<file path="config.mk">
export PLATFORM = sky130hd
export DESIGN_NAME = cpp_div
export DESIGN_NICKNAME = d
export VERILOG_FILES = /design/src/cpp_pkg.sv /design/src/cpp_div.sv
export SDC_FILE = /design/constraint.sdc
export NUM_CORES = 2
export LEC_CHECK = 0
export BUFFER_PORTS_ARGS = -buffer_cell sky130_fd_sc_hd__buf_2
export CORE_UTILIZATION = 39
export DETAILED_ROUTE_END_ITERATION = 6
export GPL_TIMING_DRIVEN = 0
export HOLD_SLACK_MARGIN = 0.12
export SYNTH_ARGS = -nofsm -noshare
export SYNTH_HDL_FRONTEND = slang
export SYNTH_SLANG_ARGS = --single-unit
</file>
<file path="constraint.sdc">
create_clock -name i_clk -period 3.9 [get_ports i_clk]
set_clock_uncertainty 0.1 [all_clocks]
set_input_delay 0.78 -clock i_clk [delete_from_list [all_inputs] [get_ports i_clk]]
set_output_delay 0.78 -clock i_clk [all_outputs]
set_load 0.02 [all_outputs]
</file>
<file path="src/cpp_pkg.sv">
`timescale 1ns / 1ps

package cpp_pkg;

    localparam int SCREEN_WIDTH_DEF  = 400;
    localparam int SCREEN_HEIGHT_DEF = 300;

    // quotient magnitude bits below the saturation limit of 2048
    localparam int QBITS    = 11;
    localparam int SCR_W    = 12;
    localparam int WIDE_W   = 64;
    localparam int CFG_IDX_W = 3;
    localparam int CFG_W    = 16;

    typedef enum logic [CFG_IDX_W-1:0] {
        REG_CAM_X     = 3'd0,
        REG_CAM_Y     = 3'd1,
        REG_CAM_Z     = 3'd2,
        REG_SIN_YAW   = 3'd3,
        REG_COS_YAW   = 3'd4,
        REG_SIN_PITCH = 3'd5,
        REG_COS_PITCH = 3'd6
    } t_reg_idx;

    typedef struct packed {
        logic signed [15:0] pt_x;
        logic signed [15:0] pt_y;
        logic signed [15:0] pt_z;
        logic [7:0]         red_in;
        logic [7:0]         green_in;
        logic [7:0]         blue_in;
    } t_in;

    typedef struct packed {
        logic                    visible;
        logic signed [SCR_W-1:0] screen_x;
        logic signed [SCR_W-1:0] screen_y;
        logic [7:0]              red_out;
        logic [7:0]              green_out;
        logic [7:0]              blue_out;
    } t_out;

    typedef struct packed {
        logic              neg;
        logic [WIDE_W-1:0] mag;
        logic [WIDE_W-1:0] den;
    } t_div_in;

    localparam int DIV_LAT = QBITS + 2;

endpackage

</file>
<file path="src/cpp_div.sv">
`timescale 1ns / 1ps

module cpp_div (
    input  logic                                  i_clk,
    input  logic                                  i_en,
    input  cpp_pkg::t_div_in                      i_op,
    output logic signed [cpp_pkg::SCR_W-1:0]      o_q
);

    localparam int QB = cpp_pkg::QBITS;
    localparam int WW = cpp_pkg::WIDE_W;

    logic [WW-1:0] r_rem [QB+1];
    logic [WW-1:0] r_den [QB+1];
    logic [QB-1:0] r_q   [QB+1];
    logic          r_neg [QB+1];
    logic          r_sat [QB+1];
    logic signed [cpp_pkg::SCR_W-1:0] r_out;

    // anything at or above 2048 * den saturates
    always_ff @(posedge i_clk) begin
        if (i_en) begin
            r_rem[0] <= i_op.mag;
            r_den[0] <= i_op.den;
            r_q[0]   <= '0;
            r_neg[0] <= i_op.neg;
            r_sat[0] <= (i_op.mag >= (i_op.den << QB));
            for (int s = 1; s <= QB; s++) begin
                r_den[s] <= r_den[s-1];
                r_neg[s] <= r_neg[s-1];
                r_sat[s] <= r_sat[s-1];
                if (r_rem[s-1] >= (r_den[s-1] << (QB - s))) begin
                    r_rem[s] <= r_rem[s-1] - (r_den[s-1] << (QB - s));
                    r_q[s]   <= r_q[s-1] | (QB'(1) << (QB - s));
                end else begin
                    r_rem[s] <= r_rem[s-1];
                    r_q[s]   <= r_q[s-1];
                end
            end
        end
    end

    always_ff @(posedge i_clk) begin
        if (i_en) begin
            if (r_sat[QB]) begin
                r_out <= r_neg[QB] ? {1'b1, {QB{1'b0}}} : {1'b0, {QB{1'b1}}};
            end else if (r_neg[QB]) begin
                r_out <= -$signed({1'b0, r_q[QB]});
            end else begin
                r_out <= $signed({1'b0, r_q[QB]});
            end
        end
    end

    assign o_q = r_out;

endmodule

</file>
==> impl_metrics.toml <==
[routing]
viasPerCell = 5.273
firstDrtPassIters = 5
wirelength_met1_um = 104000
drc = 0
wl_met3_um = 6424
num_vias = 65640
met2_length_um = 122400
drtIter0Drc = 3908
avgRoutedWirePerCell_um = 20.17
ant_nets = 0
routed_wl_um = 251000
top_layer_used = "met4"

[sta]
rsz0062_at_grt = "true"
finalSetupViolCount = 181
fin_crit_ns = 4.136
worst_pin_slew_ns = 1.144
hold_violations = 0
setup_ws_ns = -0.2363
maxSlewViolCount = 0
post-route-period-util_pct = 106.1
maxSlewHeadroom_pct = 23.74
fmax_ghz = 0.2418

[floorplanning]
boundaryPins = 143
rows = 176
core-area_um2 = 230800
die_w_um = 484.5
start_util_pct = 39.34
die_area_um2 = 234800
die_y_um = 484.5

[clocking]
cts_max_level = 4
insertion_delay_ns = 0.82
cts_buffer_depth = 3
cts_tree = "built"
clkSlewWorstSetupHoldPaths_ns = 0.06
cts_num_sinks = 1510
numCtsBuffers = 172
root_buffer = "clkbuf_16"

[placement]
placed_cells = 11900
io_buffers = 142
place.gp.congestion = 0.9206
place_area_um2 = 95850
place_ws_ns = -2.382
dp_hpwl_um = 197700

[power_and_ir_drop]
p_per_area_nw_per_um2 = 752.2
total_power_uw = 80010
ir_worst_vdd_uv = 418.3
p_leak_uw = 0.04374

[logic_synthesis]
synth_simple_gate_area_share_pct = 10.65
syn_area_um2 = 90800
yosysUniqueCellTypes = 96
synth_compound_area_share_pct = 17.41
synth_nets = 9556
synthArstFlopShare_pct = 0
synthFlopType = "edfxtp_1"
ys_seq_area_share_pct = 49.94
synthXorXnorAreaFrac_pct = 5.112
yosys.area_share.adder_pct = 9.908
synthMuxAreaShare_pct = 1.913
synth_edf_count = 1510
syn_avg_cell_area_um2 = 10.42
synth_top_family_by_area = "compound AO/OA/AOI/OAI gates"
ys_warn_count = 0
synth_seq_cells = 1510
syn_inst = 8712

[finish]
mostFrequentLayoutCells = "edfxtp_1, inv_1, a21oi_1"
drive_above_1_share_pct = 11.37
layout.cells.non_filler = 12450
syn_to_final_growth_pct = 17.15
layout.nets = 10130
final_common_cell = "edfxtp_1"
design_area_um2 = 106400
diodes = 0

[grt]
grt_max_degree = 110
gr-total-overflow = 0
antenna_found_initial = 2
grtUsageTotal_pct = 21.08
grt_pass1_vias = 68160
grt_pass1_wl_um = 385400

[run_status]
violations = "setup timing"
status = "finished, violations left"

[worst_setup_path]
start_kind = "flop"
path_class = "flop to flop"
r2r_cells = 15
cp_max_fo = 9
cp.arrival_ns = 4.60
worst_ep_required_time_ns = 4.37
endpoint_kind = "flop"

[hold_path]
whs_path_depth = 1
min_path_type = "input pin to flop"

[run]
maxCapViolCount = 0
-- final cells by class --
type / count / area [um2]
fill: 21490 / 124400
sequential: 1510 / 45340
multi-input combinational: 6018 / 42590
clock buffer: 202 / 4459
timing repair buffer: 410 / 3943
tap: 3026 / 3786
inverter: 883 / 3327
buffer: 286 / 1797
clock inverter: 113 / 1129
-- logic make-up (layout without fill, tap and decap cells) --
| logic type | Yosys count | in the layout |
|---|---|---|
| muxes | 140 | 140 |
| AOI/OAI and AO/OA | 2555 | 2555 |
| and+or+nand+nor | 2080 | 2080 |
| DFF | 1510 | 1510 |
| buffers and inverters | 1184 | 1894 |
| xor gates and xnor gates | 530 | 530 |
| adders and majority gates | 713 | 713 |
-- cells in the mapped netlist, types with 35 or more instances --
cell      instances  share of area [%]
a211oi_1         48               0.40
mux2_2           71               0.88
mux2_4           46               0.76
a21o_1          381                3.2
inv_1           882                3.6
nor2_1          599                2.5
xor2_1          230                2.2
a31oi_1          87               0.60
and3_1           50               0.34
o21bai_1        117               0.97
nand3_1         106               0.58
buf_2            53               0.29
xnor2_1         300                2.9
o211ai_1         35               0.29
clkbuf_1        216               0.89
nand4_1         182                1.3
nand2b_1         78               0.54
nor2b_1          69               0.48
o31ai_1          55               0.45
a21oi_1         900                5.0
nor3_1           93               0.51
o21ai_0         582                3.2
edfxtp_1       1510                 50
o21a_1           64               0.53
ha_1            703                9.7
nand2_1         708                2.9
-- path summary, 6_finish.rpt --
| path | slack (ns) | start | endpoint |
|---|---|---|---|
| max reg2reg | -0.24 | r_den[0][0] | r_rem[1][61] |
| min reg2reg | 0.31 | r_den[0][55] | r_den[1][55] |
| min | 0.29 | i_en | r_sat[0][0] |
| max | -0.24 | r_den[0][0] | r_rem[1][61] |
-- report_power, final --
group          switching, uW  internal [uW]
sequential              2310          23300
clock                   6600           9380
combinational          22600          15800
-- flip-flops by register name, summed over array words and instances (netlist names) --
signal / flops
o_q: 12
r_neg: 12
r_rem: 704
r_sat: 12
r_q: 66
r_den: 704
-- per-layer routing --
| layer | GRT usage [%] | vias to the layer above |
|---|---|---|
| met5 | 0 | - |
| met4 | 13.96 | 0 |
| met3 | 2.131 | 547 |
| met2 | 37.38 | 1375 |
| met1 | 24.02 | 30760 |
| li1 | - | 32950 |
-- stage by stage --
step	setup TNS [ns]	utilization (%)	hold slack, ns
floorplan	0	-	0.3003
global placement	-	41.29	0.3004
detailed placement	-875.20	41.53	0.3045
CTS	-29.57	45.97	0.2513
global route	-55.37	46.09	0.3083
finish	-22.14	46.09	0.2885
-- worst max-delay path, cell delays in order (launching register included) --
cell	delay [ns]
edfxtp_1	0.44
ha_4	0.20
fa_2	0.34
nand2b_4	0.17
a211oi_4	0.26
o211ai_1	0.19
a21oi_2	0.26
o221ai_4	0.19
nand3_4	0.14
a221oi_4	0.09
o311a_4	0.38
a221oi_4	0.27
o22ai_4	0.12
buf_12	0.18
buf_16	0.17
mux2_4	0.31
-- what timing repair did --
| item | CTS | global route |
|---|---|---|
| endpoints found under the hold margin | 129 | 0 |
| setup buffers | 102 | 6 |
| pin swaps | 70 | 18 |
| cloned | 13 | 2 |
| endpoints found under the setup margin | 595 | 541 |
| hold buffers | 129 | 0 |
| resized for setup | 519 | 56 |
Note: power is estimated with default switching activity, not from simulation.
